==> src/hw/rtl/ccl_pkg.sv <==
package ccl_pkg;

   localparam int CHAN_HDR_BYTES   = 8;
   localparam int ROUTER_HDR_BYTES = 4;
   localparam int VCHAN_HDR_BYTES  = 4;
   localparam int INNER_HDR_BYTES  = CHAN_HDR_BYTES - ROUTER_HDR_BYTES;
   localparam int ATTACH_MIN_BYTES = 6;

   localparam int DATA_SLOT_COUNT_DEF = 8;
   localparam int CTRL_SLOT_COUNT_DEF = 4;

   localparam int SLOT_LEN_W = 11;
   localparam int CSR_IDX_W  = 3;
   localparam int CSR_DATA_W = 16;

   localparam logic [CSR_IDX_W-1:0] CSR_NETDEV_TAG      = 3'd0;
   localparam logic [CSR_IDX_W-1:0] CSR_VCHAN_TAG       = 3'd1;
   localparam logic [CSR_IDX_W-1:0] CSR_START_TIMEOUT   = 3'd2;
   localparam logic [CSR_IDX_W-1:0] CSR_DATA_SLOT_BYTES = 3'd3;
   localparam logic [CSR_IDX_W-1:0] CSR_CTRL_SLOT_BYTES = 3'd4;
   localparam logic [CSR_IDX_W-1:0] CSR_LINK_ENABLE     = 3'd5;

   localparam logic [2:0] KIND_START     = 3'd0;
   localparam logic [2:0] KIND_DATA      = 3'd1;
   localparam logic [2:0] KIND_DEV_RESET = 3'd2;
   localparam logic [2:0] KIND_DEV_STOP  = 3'd3;

   localparam logic [1:0] PORT_OK   = 2'd0;
   localparam logic [1:0] PORT_BUSY = 2'd1;

   typedef enum logic [1:0] {
      OP_UPLOAD  = 2'd0,
      OP_ENQUEUE = 2'd1,
      OP_SERVICE = 2'd2,
      OP_TICK    = 2'd3
   } opcode_type;

   typedef enum logic [2:0] {
      PH_RESET = 3'b001,
      PH_WAIT  = 3'b010,
      PH_RUN   = 3'b100
   } phase_type;

   typedef enum logic [2:0] {
      ST_OK       = 3'd0,
      ST_TOO_LONG = 3'd1,
      ST_FULL     = 3'd2,
      ST_STOPPED  = 3'd3,
      ST_BUSY     = 3'd4,
      ST_BAD_LEN  = 3'd5,
      ST_IGNORED  = 3'd6
   } status_type;

   typedef enum logic [3:0] {
      ACT_NONE       = 4'd0,
      ACT_HOST_READY = 4'd1,
      ACT_SEND_SLOT  = 4'd2,
      ACT_DELIVER    = 4'd3,
      ACT_ATTACH     = 4'd4,
      ACT_CTRL_UP    = 4'd5,
      ACT_STARTED    = 4'd6,
      ACT_RESET      = 4'd7,
      ACT_DROPPED    = 4'd8
   } action_type;

   typedef struct packed {
      logic [7:0]  netdev_tag;
      logic [7:0]  vchan_tag;
      logic [15:0] start_timeout;
      logic [10:0] data_slot_bytes;
      logic [10:0] ctrl_slot_bytes;
      logic        link_enable;
   } cfg_type;

   typedef struct packed {
      opcode_type  opcode;
      logic        channel;
      logic [7:0]  tag;
      logic [2:0]  msg_kind;
      logic        credit_flag;
      logic [7:0]  credit_value;
      logic [11:0] upload_len;
      logic [15:0] router_len;
      logic [10:0] payload_len;
      logic [1:0]  port_result;
   } req_item_type;

   typedef struct packed {
      status_type  status;
      action_type  action;
      logic        out_channel;
      logic [2:0]  slot_index;
      logic [11:0] length;
      logic [15:0] header_len_field;
      logic [7:0]  credit_now;
   } rsp_item_type;

endpackage

==> src/hw/rtl/ccl_req_if.sv <==
interface ccl_req_if;
   logic        valid;
   logic        ready;
   logic [1:0]  opcode;
   logic        channel;
   logic [7:0]  tag;
   logic [2:0]  msg_kind;
   logic        credit_flag;
   logic [7:0]  credit_value;
   logic [11:0] upload_len;
   logic [15:0] router_len;
   logic [10:0] payload_len;
   logic [1:0]  port_result;

   modport source (
      output valid, opcode, channel, tag, msg_kind, credit_flag, credit_value,
             upload_len, router_len, payload_len, port_result,
      input  ready
   );
   modport sink (
      input  valid, opcode, channel, tag, msg_kind, credit_flag, credit_value,
             upload_len, router_len, payload_len, port_result,
      output ready
   );
endinterface

==> src/hw/rtl/ccl_rsp_if.sv <==
interface ccl_rsp_if;
   logic        valid;
   logic        ready;
   logic [2:0]  status;
   logic [3:0]  action;
   logic        out_channel;
   logic [2:0]  slot_index;
   logic [11:0] length;
   logic [15:0] header_len_field;
   logic [7:0]  credit_now;

   modport source (
      output valid, status, action, out_channel, slot_index, length,
             header_len_field, credit_now,
      input  ready
   );
   modport sink (
      input  valid, status, action, out_channel, slot_index, length,
             header_len_field, credit_now,
      output ready
   );
endinterface

==> src/hw/rtl/ccl_slot_ram.sv <==
module ccl_slot_ram #(
   parameter int DEPTH = 12,
   parameter int WIDTH = 11,
   localparam int AW = $clog2(DEPTH)
) (
   input  logic             clock,
   input  logic             wr_en,
   input  logic [AW-1:0]    wr_addr,
   input  logic [WIDTH-1:0] wr_data,
   input  logic             rd_en,
   input  logic [AW-1:0]    rd_addr,
   output logic [WIDTH-1:0] rd_data
);

   logic [WIDTH-1:0] mem [DEPTH];
   logic [WIDTH-1:0] rd_data_ff;

   always_ff @(posedge clock) begin
      if (wr_en) begin
         mem[wr_addr] <= wr_data;
      end
   end

   // read data holds between reads so a stalled stage keeps its value
   always_ff @(posedge clock) begin
      if (rd_en) begin
         rd_data_ff <= mem[rd_addr];
      end
   end

   assign rd_data = rd_data_ff;

endmodule

==> src/hw/rtl/ccl_ctx_unit.sv <==
module ccl_ctx_unit #(
   parameter int DATA_SLOT_COUNT = ccl_pkg::DATA_SLOT_COUNT_DEF,
   parameter int CTRL_SLOT_COUNT = ccl_pkg::CTRL_SLOT_COUNT_DEF,
   localparam int AW = $clog2(DATA_SLOT_COUNT + CTRL_SLOT_COUNT)
) (
   input  logic                            clock,
   input  logic                            reset,
   input  logic                            accept,
   input  ccl_pkg::req_item_type           item,
   input  ccl_pkg::cfg_type                cfg,
   output ccl_pkg::rsp_item_type           result,
   output logic                            use_mem,
   output logic                            mem_we,
   output logic [AW-1:0]                   mem_waddr,
   output logic [ccl_pkg::SLOT_LEN_W-1:0]  mem_wdata,
   output logic                            mem_re,
   output logic [AW-1:0]                   mem_raddr
);

   import ccl_pkg::*;

   localparam int MAXS = (DATA_SLOT_COUNT > CTRL_SLOT_COUNT) ? DATA_SLOT_COUNT
                                                            : CTRL_SLOT_COUNT;
   localparam int IW = $clog2(MAXS);
   localparam int CW = $clog2(MAXS + 1);
   localparam logic [CW-1:0] DATA_N = CW'(DATA_SLOT_COUNT);
   localparam logic [CW-1:0] CTRL_N = CW'(CTRL_SLOT_COUNT);

   phase_type   phase_ff [2];
   phase_type   phase_in [2];
   logic [7:0]  credit_ff [2];
   logic [7:0]  credit_in [2];
   logic [7:0]  sent_ff [2];
   logic [7:0]  sent_in [2];
   logic [31:0] ready_time_ff [2];
   logic [31:0] ready_time_in [2];
   logic [IW-1:0] head_ff [2];
   logic [IW-1:0] head_in [2];
   logic [CW-1:0] count_ff [2];
   logic [CW-1:0] count_in [2];
   logic [31:0] tick_ff;
   logic [31:0] tick_in;

   logic        c;
   logic        uc;
   logic        tag_hit;
   logic        bad_len;
   logic [15:0] n_bytes;
   logic [CW-1:0] slots_c;
   logic [11:0] enq_len;
   logic [15:0] enq_hlen;
   logic [CW:0] tail_sum;
   logic [CW:0] tail_wrap;
   logic [IW-1:0] tail;
   logic [CW-1:0] head_inc;
   logic [IW-1:0] head_next;
   logic [31:0] elapsed;
   phase_type   phase_eff;
   logic [7:0]  avail;
   logic        can_send;
   logic        len_ok;
   logic        enq_ok;
   logic        pop;

   assign c       = item.channel;
   assign tag_hit = (item.tag == cfg.netdev_tag) || (item.tag == cfg.vchan_tag);
   assign uc      = (item.tag != cfg.netdev_tag);
   assign bad_len = (item.upload_len < 12'(CHAN_HDR_BYTES)) ||
                    (item.router_len < 16'(INNER_HDR_BYTES)) ||
                    ({1'b0, item.router_len} >
                     (17'(item.upload_len) - 17'(ROUTER_HDR_BYTES)));
   assign n_bytes = item.router_len - 16'(INNER_HDR_BYTES);

   assign slots_c  = c ? CTRL_N : DATA_N;
   assign enq_len  = 12'(CHAN_HDR_BYTES) + 12'(item.payload_len) +
                     (c ? 12'(VCHAN_HDR_BYTES) : 12'd0);
   assign enq_hlen = 16'(INNER_HDR_BYTES) + 16'(item.payload_len) +
                     (c ? 16'(VCHAN_HDR_BYTES) : 16'd0);
   assign tail_sum  = (CW+1)'(head_ff[c]) + (CW+1)'(count_ff[c]);
   assign tail_wrap = (tail_sum >= (CW+1)'(slots_c)) ? tail_sum - (CW+1)'(slots_c)
                                                     : tail_sum;
   assign tail      = tail_wrap[IW-1:0];
   assign head_inc  = CW'(head_ff[c]) + CW'(1);
   assign head_next = (head_inc == slots_c) ? '0 : head_inc[IW-1:0];

   assign elapsed   = tick_ff - ready_time_ff[c];
   assign phase_eff = (phase_ff[c] == PH_WAIT && elapsed > 32'(cfg.start_timeout))
                      ? PH_RESET : phase_ff[c];
   assign avail     = credit_ff[c] - sent_ff[c];
   assign can_send  = (phase_eff == PH_RUN) && (count_ff[c] != '0) &&
                      (avail != 8'd0) && !avail[7];

   assign len_ok = c ? (enq_len <= 12'(cfg.ctrl_slot_bytes))
                     : (enq_len <= 12'(cfg.data_slot_bytes));
   assign enq_ok = (item.opcode == OP_ENQUEUE) && cfg.link_enable && len_ok &&
                   (count_ff[c] < slots_c);
   assign pop    = (item.opcode == OP_SERVICE) && (phase_eff != PH_RESET) &&
                   can_send && (item.port_result != PORT_BUSY);

   assign mem_we    = accept && enq_ok;
   assign mem_waddr = c ? AW'(DATA_SLOT_COUNT) + AW'(tail) : AW'(tail);
   assign mem_wdata = enq_len[SLOT_LEN_W-1:0];
   assign mem_re    = accept && pop;
   assign mem_raddr = c ? AW'(DATA_SLOT_COUNT) + AW'(head_ff[c]) : AW'(head_ff[c]);
   assign use_mem   = pop;

   always_comb begin
      phase_in      = phase_ff;
      credit_in     = credit_ff;
      sent_in       = sent_ff;
      ready_time_in = ready_time_ff;
      head_in       = head_ff;
      count_in      = count_ff;
      tick_in       = tick_ff;

      result                  = '0;
      result.status           = ST_OK;
      result.action           = ACT_NONE;
      result.out_channel      = c;
      result.credit_now       = credit_ff[c];

      unique case (item.opcode)
         OP_UPLOAD: begin
            if (bad_len) begin
               result.status      = ST_BAD_LEN;
               result.out_channel = 1'b0;
               result.credit_now  = 8'd0;
            end else if (!tag_hit) begin
               result.status      = ST_IGNORED;
               result.out_channel = 1'b0;
               result.credit_now  = 8'd0;
            end else begin
               result.out_channel = uc;
               if (item.msg_kind == KIND_START) begin
                  phase_in[uc]  = PH_RUN;
                  sent_in[uc]   = 8'd0;
                  credit_in[uc] = item.credit_flag ? item.credit_value : 8'd0;
                  result.credit_now = item.credit_flag ? item.credit_value : 8'd0;
                  if (uc) begin
                     result.action = ACT_CTRL_UP;
                  end else if (n_bytes >= 16'(ATTACH_MIN_BYTES)) begin
                     result.action = ACT_ATTACH;
                     result.length = n_bytes[11:0];
                  end else begin
                     result.action = ACT_STARTED;
                  end
               end else if (phase_ff[uc] != PH_RUN) begin
                  result.status     = ST_IGNORED;
                  result.credit_now = credit_ff[uc];
               end else begin
                  if (item.credit_flag) begin
                     credit_in[uc] = item.credit_value;
                  end
                  result.credit_now = item.credit_flag ? item.credit_value
                                                       : credit_ff[uc];
                  if (item.msg_kind == KIND_DATA) begin
                     result.action = ACT_DELIVER;
                     result.length = n_bytes[11:0];
                  end else if (item.msg_kind == KIND_DEV_RESET ||
                               item.msg_kind == KIND_DEV_STOP) begin
                     phase_in[uc]  = PH_RESET;
                     result.action = ACT_RESET;
                  end
               end
            end
         end
         OP_ENQUEUE: begin
            if (!cfg.link_enable) begin
               result.status = ST_STOPPED;
            end else if (!len_ok) begin
               result.status = ST_TOO_LONG;
            end else if (!enq_ok) begin
               result.status = ST_FULL;
            end else begin
               count_in[c]             = count_ff[c] + CW'(1);
               result.slot_index       = 3'(tail);
               result.length           = enq_len;
               result.header_len_field = enq_hlen;
            end
         end
         OP_SERVICE: begin
            phase_in[c] = phase_eff;
            if (phase_eff == PH_RESET) begin
               if (item.port_result == PORT_BUSY) begin
                  result.status = ST_BUSY;
               end else if (item.port_result == PORT_OK) begin
                  phase_in[c]             = PH_WAIT;
                  ready_time_in[c]        = tick_ff;
                  result.action           = ACT_HOST_READY;
                  result.length           = 12'(CHAN_HDR_BYTES);
                  result.header_len_field = 16'(INNER_HDR_BYTES);
               end
            end else if (can_send) begin
               result.slot_index = 3'(head_ff[c]);
               if (item.port_result == PORT_BUSY) begin
                  result.status = ST_BUSY;
               end else begin
                  head_in[c]  = head_next;
                  count_in[c] = count_ff[c] - CW'(1);
                  if (item.port_result == PORT_OK) begin
                     sent_in[c]    = sent_ff[c] + 8'd1;
                     result.action = ACT_SEND_SLOT;
                  end else begin
                     result.action = ACT_DROPPED;
                  end
               end
            end
         end
         OP_TICK: begin
            tick_in = tick_ff + 32'd1;
         end
         default: ;
      endcase
   end

   always_ff @(posedge clock) begin
      if (reset) begin
         for (int i = 0; i < 2; i++) begin
            phase_ff[i]      <= PH_RESET;
            credit_ff[i]     <= '0;
            sent_ff[i]       <= '0;
            ready_time_ff[i] <= '0;
            head_ff[i]       <= '0;
            count_ff[i]      <= '0;
         end
         tick_ff <= '0;
      end else if (accept) begin
         phase_ff      <= phase_in;
         credit_ff     <= credit_in;
         sent_ff       <= sent_in;
         ready_time_ff <= ready_time_in;
         head_ff       <= head_in;
         count_ff      <= count_in;
         tick_ff       <= tick_in;
      end
   end

   a_ring_bound: assert property (@(posedge clock) disable iff (reset)
      count_ff[0] <= DATA_N && count_ff[1] <= CTRL_N)
      else $error("ring fill beyond slot count");

   a_pop_count: assert property (@(posedge clock) disable iff (reset)
      mem_re |=> count_ff[$past(c)] == $past(count_ff[c]) - CW'(1))
      else $error("slot read without ring pop");

   a_push_count: assert property (@(posedge clock) disable iff (reset)
      mem_we |=> count_ff[$past(c)] == $past(count_ff[c]) + CW'(1))
      else $error("slot write without ring push");

endmodule

==> src/hw/rtl/credit_channel_link_router_core.sv <==
// Two register stages, stage one and the output register. One item is taken per
// cycle while the output is not held back by a low rsp.ready; channel context
// updates at the accept edge, the slot-length memory is read at that same edge
// and joins the result in the output register when stage one moves on. Reset
// (synchronous): channels to reset phase, counters and rings cleared, config
// registers to defaults, valids cleared; the slot-length memory is not cleared.
module credit_channel_link_router_core #(
   parameter int DATA_SLOT_COUNT = ccl_pkg::DATA_SLOT_COUNT_DEF,
   parameter int CTRL_SLOT_COUNT = ccl_pkg::CTRL_SLOT_COUNT_DEF
) (
   input  logic                            clock,
   input  logic                            reset,
   ccl_req_if.sink                         req,
   ccl_rsp_if.source                       rsp,
   input  logic                            csr_we,
   input  logic [ccl_pkg::CSR_IDX_W-1:0]   csr_index,
   input  logic [ccl_pkg::CSR_DATA_W-1:0]  csr_wdata
);

   import ccl_pkg::*;

   localparam int DEPTH = DATA_SLOT_COUNT + CTRL_SLOT_COUNT;
   localparam int AW    = $clog2(DEPTH);

   cfg_type       cfg_ff;
   cfg_type       cfg_in;
   req_item_type  item;
   rsp_item_type  result;
   logic          accept;
   logic          use_mem;
   logic          mem_we;
   logic          mem_re;
   logic [AW-1:0] mem_waddr;
   logic [AW-1:0] mem_raddr;
   logic [SLOT_LEN_W-1:0] mem_wdata;
   logic [SLOT_LEN_W-1:0] mem_rdata;

   logic          s1_valid_ff;
   logic          s1_use_mem_ff;
   rsp_item_type  s1_item_ff;
   logic          s1_move;
   logic          rsp_valid_ff;
   rsp_item_type  rsp_item_ff;
   rsp_item_type  rsp_item_in;

   always_comb begin
      cfg_in = cfg_ff;
      if (csr_we) begin
         unique case (csr_index)
            CSR_NETDEV_TAG:      cfg_in.netdev_tag      = csr_wdata[7:0];
            CSR_VCHAN_TAG:       cfg_in.vchan_tag       = csr_wdata[7:0];
            CSR_START_TIMEOUT:   cfg_in.start_timeout   = csr_wdata;
            CSR_DATA_SLOT_BYTES: cfg_in.data_slot_bytes = csr_wdata[10:0];
            CSR_CTRL_SLOT_BYTES: cfg_in.ctrl_slot_bytes = csr_wdata[10:0];
            CSR_LINK_ENABLE:     cfg_in.link_enable     = csr_wdata[0];
            default: ;
         endcase
      end
   end

   always_ff @(posedge clock) begin
      if (reset) begin
         cfg_ff.netdev_tag      <= 8'd5;
         cfg_ff.vchan_tag       <= 8'd13;
         cfg_ff.start_timeout   <= 16'd1000;
         cfg_ff.data_slot_bytes <= 11'd1536;
         cfg_ff.ctrl_slot_bytes <= 11'd128;
         cfg_ff.link_enable     <= 1'b0;
      end else begin
         cfg_ff <= cfg_in;
      end
   end

   assign item.opcode        = opcode_type'(req.opcode);
   assign item.channel       = req.channel;
   assign item.tag           = req.tag;
   assign item.msg_kind      = req.msg_kind;
   assign item.credit_flag   = req.credit_flag;
   assign item.credit_value  = req.credit_value;
   assign item.upload_len    = req.upload_len;
   assign item.router_len    = req.router_len;
   assign item.payload_len   = req.payload_len;
   assign item.port_result   = req.port_result;

   assign s1_move   = s1_valid_ff && (!rsp_valid_ff || rsp.ready);
   assign req.ready = !s1_valid_ff || s1_move;
   assign accept    = req.valid && req.ready;

   ccl_ctx_unit #(
      .DATA_SLOT_COUNT (DATA_SLOT_COUNT),
      .CTRL_SLOT_COUNT (CTRL_SLOT_COUNT)
   ) u_ctx (
      .clock     (clock),
      .reset     (reset),
      .accept    (accept),
      .item      (item),
      .cfg       (cfg_ff),
      .result    (result),
      .use_mem   (use_mem),
      .mem_we    (mem_we),
      .mem_waddr (mem_waddr),
      .mem_wdata (mem_wdata),
      .mem_re    (mem_re),
      .mem_raddr (mem_raddr)
   );

   ccl_slot_ram #(
      .DEPTH (DEPTH),
      .WIDTH (SLOT_LEN_W)
   ) u_slot_ram (
      .clock   (clock),
      .wr_en   (mem_we),
      .wr_addr (mem_waddr),
      .wr_data (mem_wdata),
      .rd_en   (mem_re),
      .rd_addr (mem_raddr),
      .rd_data (mem_rdata)
   );

   always_ff @(posedge clock) begin
      if (reset) begin
         s1_valid_ff <= 1'b0;
      end else if (accept) begin
         s1_valid_ff <= 1'b1;
      end else if (s1_move) begin
         s1_valid_ff <= 1'b0;
      end
   end

   always_ff @(posedge clock) begin
      if (accept) begin
         s1_item_ff    <= result;
         s1_use_mem_ff <= use_mem;
      end
   end

   // slot length of a popped transfer comes from the memory read
   always_comb begin
      rsp_item_in = s1_item_ff;
      if (s1_use_mem_ff) begin
         rsp_item_in.length = 12'(mem_rdata);
      end
   end

   always_ff @(posedge clock) begin
      if (reset) begin
         rsp_valid_ff <= 1'b0;
      end else if (s1_move) begin
         rsp_valid_ff <= 1'b1;
      end else if (rsp.ready) begin
         rsp_valid_ff <= 1'b0;
      end
   end

   always_ff @(posedge clock) begin
      if (s1_move) begin
         rsp_item_ff <= rsp_item_in;
      end
   end

   assign rsp.valid            = rsp_valid_ff;
   assign rsp.status           = rsp_item_ff.status;
   assign rsp.action           = rsp_item_ff.action;
   assign rsp.out_channel      = rsp_item_ff.out_channel;
   assign rsp.slot_index       = rsp_item_ff.slot_index;
   assign rsp.length           = rsp_item_ff.length;
   assign rsp.header_len_field = rsp_item_ff.header_len_field;
   assign rsp.credit_now       = rsp_item_ff.credit_now;

   a_s1_load: assert property (@(posedge clock) disable iff (reset)
      accept |=> s1_valid_ff)
      else $error("accepted transfer lost before stage one");

   a_s1_hold: assert property (@(posedge clock) disable iff (reset)
      s1_valid_ff && !s1_move |=> s1_valid_ff && $stable(s1_item_ff)
                                  && $stable(mem_rdata))
      else $error("stalled stage one changed");

   a_rsp_hold: assert property (@(posedge clock) disable iff (reset)
      rsp_valid_ff && !rsp.ready |=> rsp_valid_ff && $stable(rsp_item_ff))
      else $error("stalled result changed");

endmodule
==> src/flat_wrapper.sv <==
// flat-port wrapper written by rule: the top's interface ports become plain ports
module credit_channel_link_router_core_flat import ccl_pkg::*;
#(
   parameter int DATA_SLOT_COUNT = ccl_pkg::DATA_SLOT_COUNT_DEF,
   parameter int CTRL_SLOT_COUNT = ccl_pkg::CTRL_SLOT_COUNT_DEF
)
  (clock, reset, csr_we, csr_index, csr_wdata, req_valid, req_opcode, req_channel, req_tag, req_msg_kind, req_credit_flag, req_credit_value, req_upload_len, req_router_len, req_payload_len, req_port_result, req_ready, rsp_valid, rsp_status, rsp_action, rsp_out_channel, rsp_slot_index, rsp_length, rsp_header_len_field, rsp_credit_now, rsp_ready);
  ccl_req_if req_i ();
  ccl_rsp_if rsp_i ();
  input  logic clock;
  input  logic reset;
  input  logic csr_we;
  input  logic [ccl_pkg::CSR_IDX_W-1:0] csr_index;
  input  logic [ccl_pkg::CSR_DATA_W-1:0] csr_wdata;
  input wire logic [$bits(req_i.valid)-1:0] req_valid;
  input wire logic [$bits(req_i.opcode)-1:0] req_opcode;
  input wire logic [$bits(req_i.channel)-1:0] req_channel;
  input wire logic [$bits(req_i.tag)-1:0] req_tag;
  input wire logic [$bits(req_i.msg_kind)-1:0] req_msg_kind;
  input wire logic [$bits(req_i.credit_flag)-1:0] req_credit_flag;
  input wire logic [$bits(req_i.credit_value)-1:0] req_credit_value;
  input wire logic [$bits(req_i.upload_len)-1:0] req_upload_len;
  input wire logic [$bits(req_i.router_len)-1:0] req_router_len;
  input wire logic [$bits(req_i.payload_len)-1:0] req_payload_len;
  input wire logic [$bits(req_i.port_result)-1:0] req_port_result;
  output wire logic [$bits(req_i.ready)-1:0] req_ready;
  output wire logic [$bits(rsp_i.valid)-1:0] rsp_valid;
  output wire logic [$bits(rsp_i.status)-1:0] rsp_status;
  output wire logic [$bits(rsp_i.action)-1:0] rsp_action;
  output wire logic [$bits(rsp_i.out_channel)-1:0] rsp_out_channel;
  output wire logic [$bits(rsp_i.slot_index)-1:0] rsp_slot_index;
  output wire logic [$bits(rsp_i.length)-1:0] rsp_length;
  output wire logic [$bits(rsp_i.header_len_field)-1:0] rsp_header_len_field;
  output wire logic [$bits(rsp_i.credit_now)-1:0] rsp_credit_now;
  input wire logic [$bits(rsp_i.ready)-1:0] rsp_ready;
  assign req_i.valid = req_valid;
  assign req_i.opcode = req_opcode;
  assign req_i.channel = req_channel;
  assign req_i.tag = req_tag;
  assign req_i.msg_kind = req_msg_kind;
  assign req_i.credit_flag = req_credit_flag;
  assign req_i.credit_value = req_credit_value;
  assign req_i.upload_len = req_upload_len;
  assign req_i.router_len = req_router_len;
  assign req_i.payload_len = req_payload_len;
  assign req_i.port_result = req_port_result;
  assign req_ready = req_i.ready;
  assign rsp_valid = rsp_i.valid;
  assign rsp_status = rsp_i.status;
  assign rsp_action = rsp_i.action;
  assign rsp_out_channel = rsp_i.out_channel;
  assign rsp_slot_index = rsp_i.slot_index;
  assign rsp_length = rsp_i.length;
  assign rsp_header_len_field = rsp_i.header_len_field;
  assign rsp_credit_now = rsp_i.credit_now;
  assign rsp_i.ready = rsp_ready;
  credit_channel_link_router_core #(.DATA_SLOT_COUNT(DATA_SLOT_COUNT), .CTRL_SLOT_COUNT(CTRL_SLOT_COUNT)) u_core (.clock(clock), .reset(reset), .req(req_i), .rsp(rsp_i), .csr_we(csr_we), .csr_index(csr_index), .csr_wdata(csr_wdata));
endmodule
==> config.mk <==
export PLATFORM = sky130hd
export DESIGN_NAME = credit_channel_link_router_core_flat
export DESIGN_NICKNAME = d
export VERILOG_FILES = /design/src/hw/rtl/ccl_pkg.sv /design/src/hw/rtl/ccl_req_if.sv /design/src/hw/rtl/ccl_rsp_if.sv /design/src/hw/rtl/ccl_slot_ram.sv /design/src/hw/rtl/ccl_ctx_unit.sv /design/src/hw/rtl/credit_channel_link_router_core.sv /design/src/flat_wrapper.sv
export SDC_FILE = /design/constraint.sdc
export NUM_CORES = 1
export LEC_CHECK = 0
export BUFFER_PORTS_ARGS = -buffer_cell sky130_fd_sc_hd__buf_2
export CORE_UTILIZATION = 40
export CTS_BUF_LIST = sky130_fd_sc_hd__clkbuf_16
export CTS_CLUSTER_SIZE = 10
export DETAILED_ROUTE_END_ITERATION = 10
export PLACE_DENSITY_LB_ADDON = 0.12
export REMOVE_ABC_BUFFERS = 1
export SLEW_MARGIN = 20
export SYNTH_ARGS = -nofsm -noshare
export SYNTH_HDL_FRONTEND = slang
export SYNTH_SLANG_ARGS = --single-unit
==> constraint.sdc <==
create_clock -name clock -period 18.78 [get_ports clock]
set_clock_uncertainty 0.1 [all_clocks]
set_input_delay 0 -clock clock [delete_from_list [all_inputs] [get_ports clock]]
set_output_delay 0 -clock clock [all_outputs]
set_load 0.005 [all_outputs]
==> results of run 1 <==
-- power by group --
part	total [mW]	leakage (nW)	internal, mW	switching (mW)
Combinational	0.146	6.04	0.0568	0.0892
Clock	0.906	0.842	0.512	0.394
Sequential	1.02	3.80	1.02	0.00496
-- kinds of logic after synthesis --
kind of cell	count (synthesis)	synth area share [%]
AOI/OAI and AO/OA	362	10.0
xor gates and xnor gates	110	4.24
adders and majority gates	124	6.93
buffers and inverters	195	3.80
DFF	435	48.5
muxes	227	10.7
other	1	0.0165
and+or+nand+nor	792	15.8
-- final cells by class --
cell class | instances | area (um^2) | area share, %
repair buffers | 262 | 1900 | 7.15
multi-input cells | 1619 | 10900 | 40.9
clock inverters | 37 | 230 | 0.865
well taps | 748 | 936 | 3.52
flip-flops and latches | 435 | 11000 | 41.4
clock buffers | 52 | 1300 | 4.89
inverters | 95 | 357 | 1.34
-- state kept, by name, summed over array words and instances (netlist names), 11 cells and up, named ones only --
register and count:
u_core.u_ctx.ready_time_ff 64, u_core.u_ctx.credit_ff 16, u_core.u_ctx.tick_ff 32, u_core.u_slot_ram.mem 132, u_core.rsp.header_len_field 12, u_core.rsp_item_in 31, u_core.u_ctx.sent_ff 16, u_core.cfg_ff 55
u_core.rsp.length 12, u_core.u_slot_ram.rd_data 11, u_core.s1_item_ff 12
-- worst min-delay path by stage --
stage                             startpoint  slack, ns  depth (start not counted)                                endpoint
after detailed placement       csr_wdata[15]       0.15                          3          u_core.cfg_ff[38]$_SDFFE_PP0P_
after floorplan                        reset      -0.03                          1          u_core.cfg_ff[10]$_SDFFE_PP0P_
after global placement         csr_wdata[15]       0.14                          3          u_core.cfg_ff[38]$_SDFFE_PP0P_
final                      req_router_len[4]       0.02                          5     u_core.s1_item_ff[28]$_SDFFCE_PN0P_
after CTS                    req_msg_kind[0]      0.006                          6    u_core.u_ctx.sent_ff[2]$_SDFFE_PP0P_
after global routing      req_payload_len[2]       0.05                          4  u_core.u_slot_ram.mem[11][2]$_DFFE_PP_
-- critical path, stage by stage (launching register included) --
cell      delay [ns]
dfxtp_1         0.31
mux2_2          0.26
ha_1            0.21
fa_1            0.40
and2b_1         0.25
o211ai_2        0.13
a31oi_4         0.23
o21ai_0         0.13
a21oi_1         0.20
o21a_1          0.13
nor2_1          0.04
xnor2_1         0.13
ha_1            0.31
nand4_1         0.13
nor2_1          0.05
a221o_1         0.31
a211oi_1        0.24
a21oi_2         0.07
a311o_1         0.29
or4_4           0.43
nor4_4          0.42
a311o_2         0.65
buf_16          0.25
mux2i_1         0.21
nor2_1          0.06
-- metrics by stage --
stage | total power, mW | worst slack [ns] | std cells
after floorplan | 1.11 | 12.71 | 2149
after global placement | 1.17 | 12.42 | 3062
after detailed placement | 1.17 | 12.27 | 3062
after CTS | 2.10 | 12.37 | 3247
after global routing | 2.15 | 12.28 | 3248
final | 2.07 | 12.64 | 3248
-- routing by layer --
layer  global-route usage, %  wire length [um]  vias up
met4                    6.89              1760        2
met1                    27.9             27600     8277
met2                    36.8             29500      360
met5                       0                18        -
met3                    3.66              2840      104
li1                        -                 -     8403
-- timing repair --
item	4_1_cts	5_1_grt
buffers inserted	0	0
hold buffers	96	0
hold endpoints to repair	228	0
-- cell usage in the layout (no fill, tap or decap), types with 56 or more instances in the layout --
cell,synthesis,routed
nand2_1,328,328
edfxtp_1,230,230
nor2_1,206,205
dfxtp_1,205,205
mux2i_1,196,194
buf_2,6,130
a21oi_1,129,129
ha_1,121,121
inv_1,92,119
dlygate4sd3_1,0,96
o21ai_0,82,82
xnor2_1,65,65
nand3_1,56,56
==> results.txt, run 1 <==
outcome: complete, no violations
DRT Pass-1 Iters: 5
first-pass GRT wire length: 96900 um
CTS tree: built
Critical Path Source: u_core.u_ctx.ready_time_ff[32]$_SDFFE_PP0P_
initial DRC count: 967
post-route ant nets: 0
Tmin final: 6.14 ns
top post-synthesis cells by area: edfxtp_1 (30%), dfxtp_1 (18%), mux2i_1 (8.6%)
WL final: 61800 um
peak supply drop: 66.7 uV
final setup TNS: 0 ns
arrival time worst endpoint: 6.48 ns
Max Cap Viol: 0
area leader, netlist: edfxtp_1
gpl congestion: 0.840
commonest cells in the netlist: nand2_1 (328), edfxtp_1 (230), nor2_1 (206)
register area share after synthesis: 48.5%
CTS Buf Count: 51
Die Y-Extent: 240 um
Mapped Cells: 2246
pin count of the biggest net entering global routing: 69
DRC viols: 0
placed cell area: 0.0241 mm^2
EDFF count, synth: 230
endpoints failing setup: 0
CP startpoint kind: register
library cells used by synthesis: 87
vias in the first global route: 17339
pwr dens: 77.9 mW/mm^2
RSZ-0062 raised after global routing: no
total core area: 0.0556 mm^2
Clock Tree Root: clkbuf_16
dpl hpwl: 43500 um
# IOs: 137
clk_lat worst skew: 0.61 ns
WS Path Type: register to register
Synth top area share: 30.4%
Worst slew margin: 33.8%
CTS resizes: 0
share of cells above drive strength 1: 11.6%
Critical path destination: u_core.u_ctx.ready_time_ff[63]$_SDFFE_PP0P_
vias post-DR: 17146
DR WL/cell: 19.0 um
Port Buffer Count: 132
initial antenna violation count: 1
Slew @ Worst Pin: 0.990 ns
reg-to-reg endpoint: u_core.u_ctx.ready_time_ff[63]$_SDFFE_PP0P_
gr usage total: 21.6%
die width: 240 um
vias per cell: 5.28
grt ovf: 0
Worst Hold Class: input pin to register
ys async rst share: 0%
Leak Pwr: 10.7 nW
part of the cycle the worst path needs: 32.7%
Slew Limit Fails: 0
hold_ws: 0.0235 ns
worst reg2reg startpoint: u_core.u_ctx.ready_time_ff[32]$_SDFFE_PP0P_
Design Area, Final: 0.0266 mm^2
CTS Buffer Depth: 3
CP required: 19.12 ns
number of hold violations in the final report: 0
nets@finish: 2676
Initial Utilization: 40.8%
Synth-to-Final Area Change: 17.2%
fillers: 5184
r2r worst-path depth: 24
crit path capture type: register
Post-Syn Area: 0.0227 mm^2
Synth Warn #: 0
CTS sink count: 435
Main synth FF type: edfxtp_1
most frequent cell after synthesis: nand2_1
Die Footprint: 0.0577 mm^2
final core occ: 47.8%
CP max FO: 17
number of core rows: 86
post-synthesis register bit count: 435
Antenna Cells: 0
R2R Setup Slk: 12.64 ns
CTS H-tree lvls: 2
CTS clock-pin slew for the worst setup and hold paths: 0.06 ns
Avg Cell Area, Syn: 10.1 um^2
FMAX: 163 MHz
Note: power is estimated with default switching activity, not from simulation.
==> run 2, diff against run 1 <==
==> constraint.sdc (replaced) <==
create_clock -name clock -period 5.75 [get_ports clock]
set_clock_uncertainty 0.1 [all_clocks]
set_input_delay 0 -clock clock [delete_from_list [all_inputs] [get_ports clock]]
set_output_delay 0 -clock clock [all_outputs]
set_load 0.005 [all_outputs]
==> run 2 against run 1 <==
  * Die area did not move
  * Combinational power grew to 3.3 times the previous value
  * Worst hold slack improved by 0.0060 ns
  * Highest routed layer unchanged
  * Sequential share of layout area fell by 0.45 points
  * Final cell count is 0.80% higher
  * Global-route usage is 0.98 points lower
==> results.txt, run 2 (synthesized netlist as in run 1, its figures left out) <==
vias per cell: 5.21
Port Buffer Count: 132
gpl congestion: 0.817
initial antenna violation count: 2
Worst slew margin: 33.3%
first-pass GRT wire length: 92800 um
CTS tree: built
WHS Path Cells: 5
die width: 240 um
dpl hpwl: 41700 um
arrival time worst endpoint: 5.82 ns
grt ovf: 0
# IOs: 137
CP startpoint kind: register
most frequent cells in the layout: nand2_1 (328), edfxtp_1 (230), nor2_1 (206)
FMAX: 182 MHz
share of cells above drive strength 1: 12.4%
Leak Pwr: 10.8 nW
Clock Tree Root: clkbuf_16
vias in the first global route: 16740
Max Cap Viol: 0
fillers: 5204
max reg flops: 132
DR WL/cell: 18.4 um
WL final: 60100 um
Worst Hold Class: input pin to register
commonest non-fill, non-tap cell in the layout: nand2_1
nets@finish: 2702
peak supply drop: 217 uV
Design Area, Final: 0.0269 mm^2
Die Y-Extent: 240 um
clk_lat worst skew: 0.61 ns
Slew Limit Fails: 0
post-route ant nets: 0
pwr dens: 251 mW/mm^2
Largest regs: u_core.u_slot_ram.mem: 132 flops, u_core.u_ctx.ready_time_ff: 64 flops, u_core.cfg_ff: 55 flops
gr usage total: 20.7%
final setup TNS: 0 ns
CTS Buffer Depth: 3
endpoints failing setup: 0
Slew @ Worst Pin: 1.00 ns
outcome: complete, no violations
DRC viols: 0
Tmin final: 5.49 ns
initial DRC count: 1022
total core area: 0.0556 mm^2
placed insts: 3080
r2r worst-path depth: 25
part of the cycle the worst path needs: 95.4%
Largest Register: u_core.u_slot_ram.mem
CP max FO: 6
pin count of the biggest net entering global routing: 92
fin cells: 3274
hold_ws: 0.0295 ns
Die Footprint: 0.0577 mm^2
number of core rows: 86
WS Path Type: register to register
DRT Pass-1 Iters: 7
vias post-DR: 17053
placed cell area: 0.0243 mm^2
CTS clock-pin slew for the worst setup and hold paths: 0.06 ns
CTS sink count: 435
CP required: 6.09 ns
number of hold violations in the final report: 0
CTS Buf Count: 51
Antenna Cells: 0
CTS H-tree lvls: 2
Initial Utilization: 40.8%
crit path capture type: register
Synth-to-Final Area Change: 18.5%
-- run 2: path summary, 6_finish.rpt --
path | from | end | slack, ns
setup reg to reg | u_core.u_ctx.ready_time_ff[0]$_SDFFE_PP0P_ | u_core.u_ctx.ready_time_ff[56]$_SDFFE_PP0P_ | 0.26
hold / removal | req_router_len[4] | u_core.s1_item_ff[28]$_SDFFCE_PN0P_ | 0.03
hold reg to reg | u_core.rsp_item_in[10]$_SDFFCE_PN0P_ | u_core.rsp.header_len_field[2]$_DFFE_PP_ | 0.31
setup / recovery | u_core.u_ctx.ready_time_ff[0]$_SDFFE_PP0P_ | u_core.u_ctx.ready_time_ff[56]$_SDFFE_PP0P_ | 0.26
-- run 2: critical path, stage by stage (launching register included) --
cell and delay [ns]:
dfxtp_1 0.31, mux2_2 0.26, ha_1 0.21, fa_2 0.36, and2b_1 0.24, o211ai_2 0.12
a31oi_4 0.20, o21ai_1 0.10, a21oi_1 0.20, o21a_1 0.13, nor2_1 0.04, xnor2_1 0.12
ha_1 0.31, nand4_1 0.14, nor2_1 0.06, a221o_1 0.32, a211oi_2 0.16, a21oi_2 0.07
a311o_1 0.29, or4_4 0.44, nor4_4 0.13, buf_4 0.16, a311o_2 0.36, clkbuf_16 0.23
mux2i_1 0.18, nor2_1 0.05
-- run 2: timing repair --
item | in CTS | in global routing
endpoints found under the hold margin | 245 | 0
resized for setup | 0 | 9
setup buffers | 0 | 3
hold buffers | 99 | 0
endpoints found under the setup margin | 0 | 70
-- run 2: cell type report --
type	instances	area [um^2]	share of cell area, %
clock buffer	51	1280	4.74
clock inverter	38	228	0.846
inverter	95	357	1.33
multi-input combinational	1619	10900	40.5
sequential	435	11000	40.9
tap	748	936	3.48
timing repair buffer	288	2210	8.21
-- run 2: per-layer routing --
metal  global-route usage, %  up-vias  share of wire (%)
li1                        -     8455                  -
met1                    26.6     8158                 45
met2                    35.5      339                 48
met3                    3.18       97                4.0
met4                    6.45        4                2.6
met5                       0        -              0.045
-- run 2: power by group --
part / internal [mW] / switching [mW] / total, mW
Clock: 1.65 / 1.28 / 2.93
Combinational: 0.192 / 0.293 / 0.485
Sequential: 3.32 / 0.0163 / 3.33
-- run 2: per-stage QoR --
stage	util (%)	setup slack, ns	total power [mW]
finish	48.4	0.264	6.75
detailed placement	43.7	0.0930	3.83
global placement	43.7	0.194	3.82
floorplan	-	-0.321	3.61
CTS	48.2	0.0318	6.83
global route	48.4	-0.00805	7.00
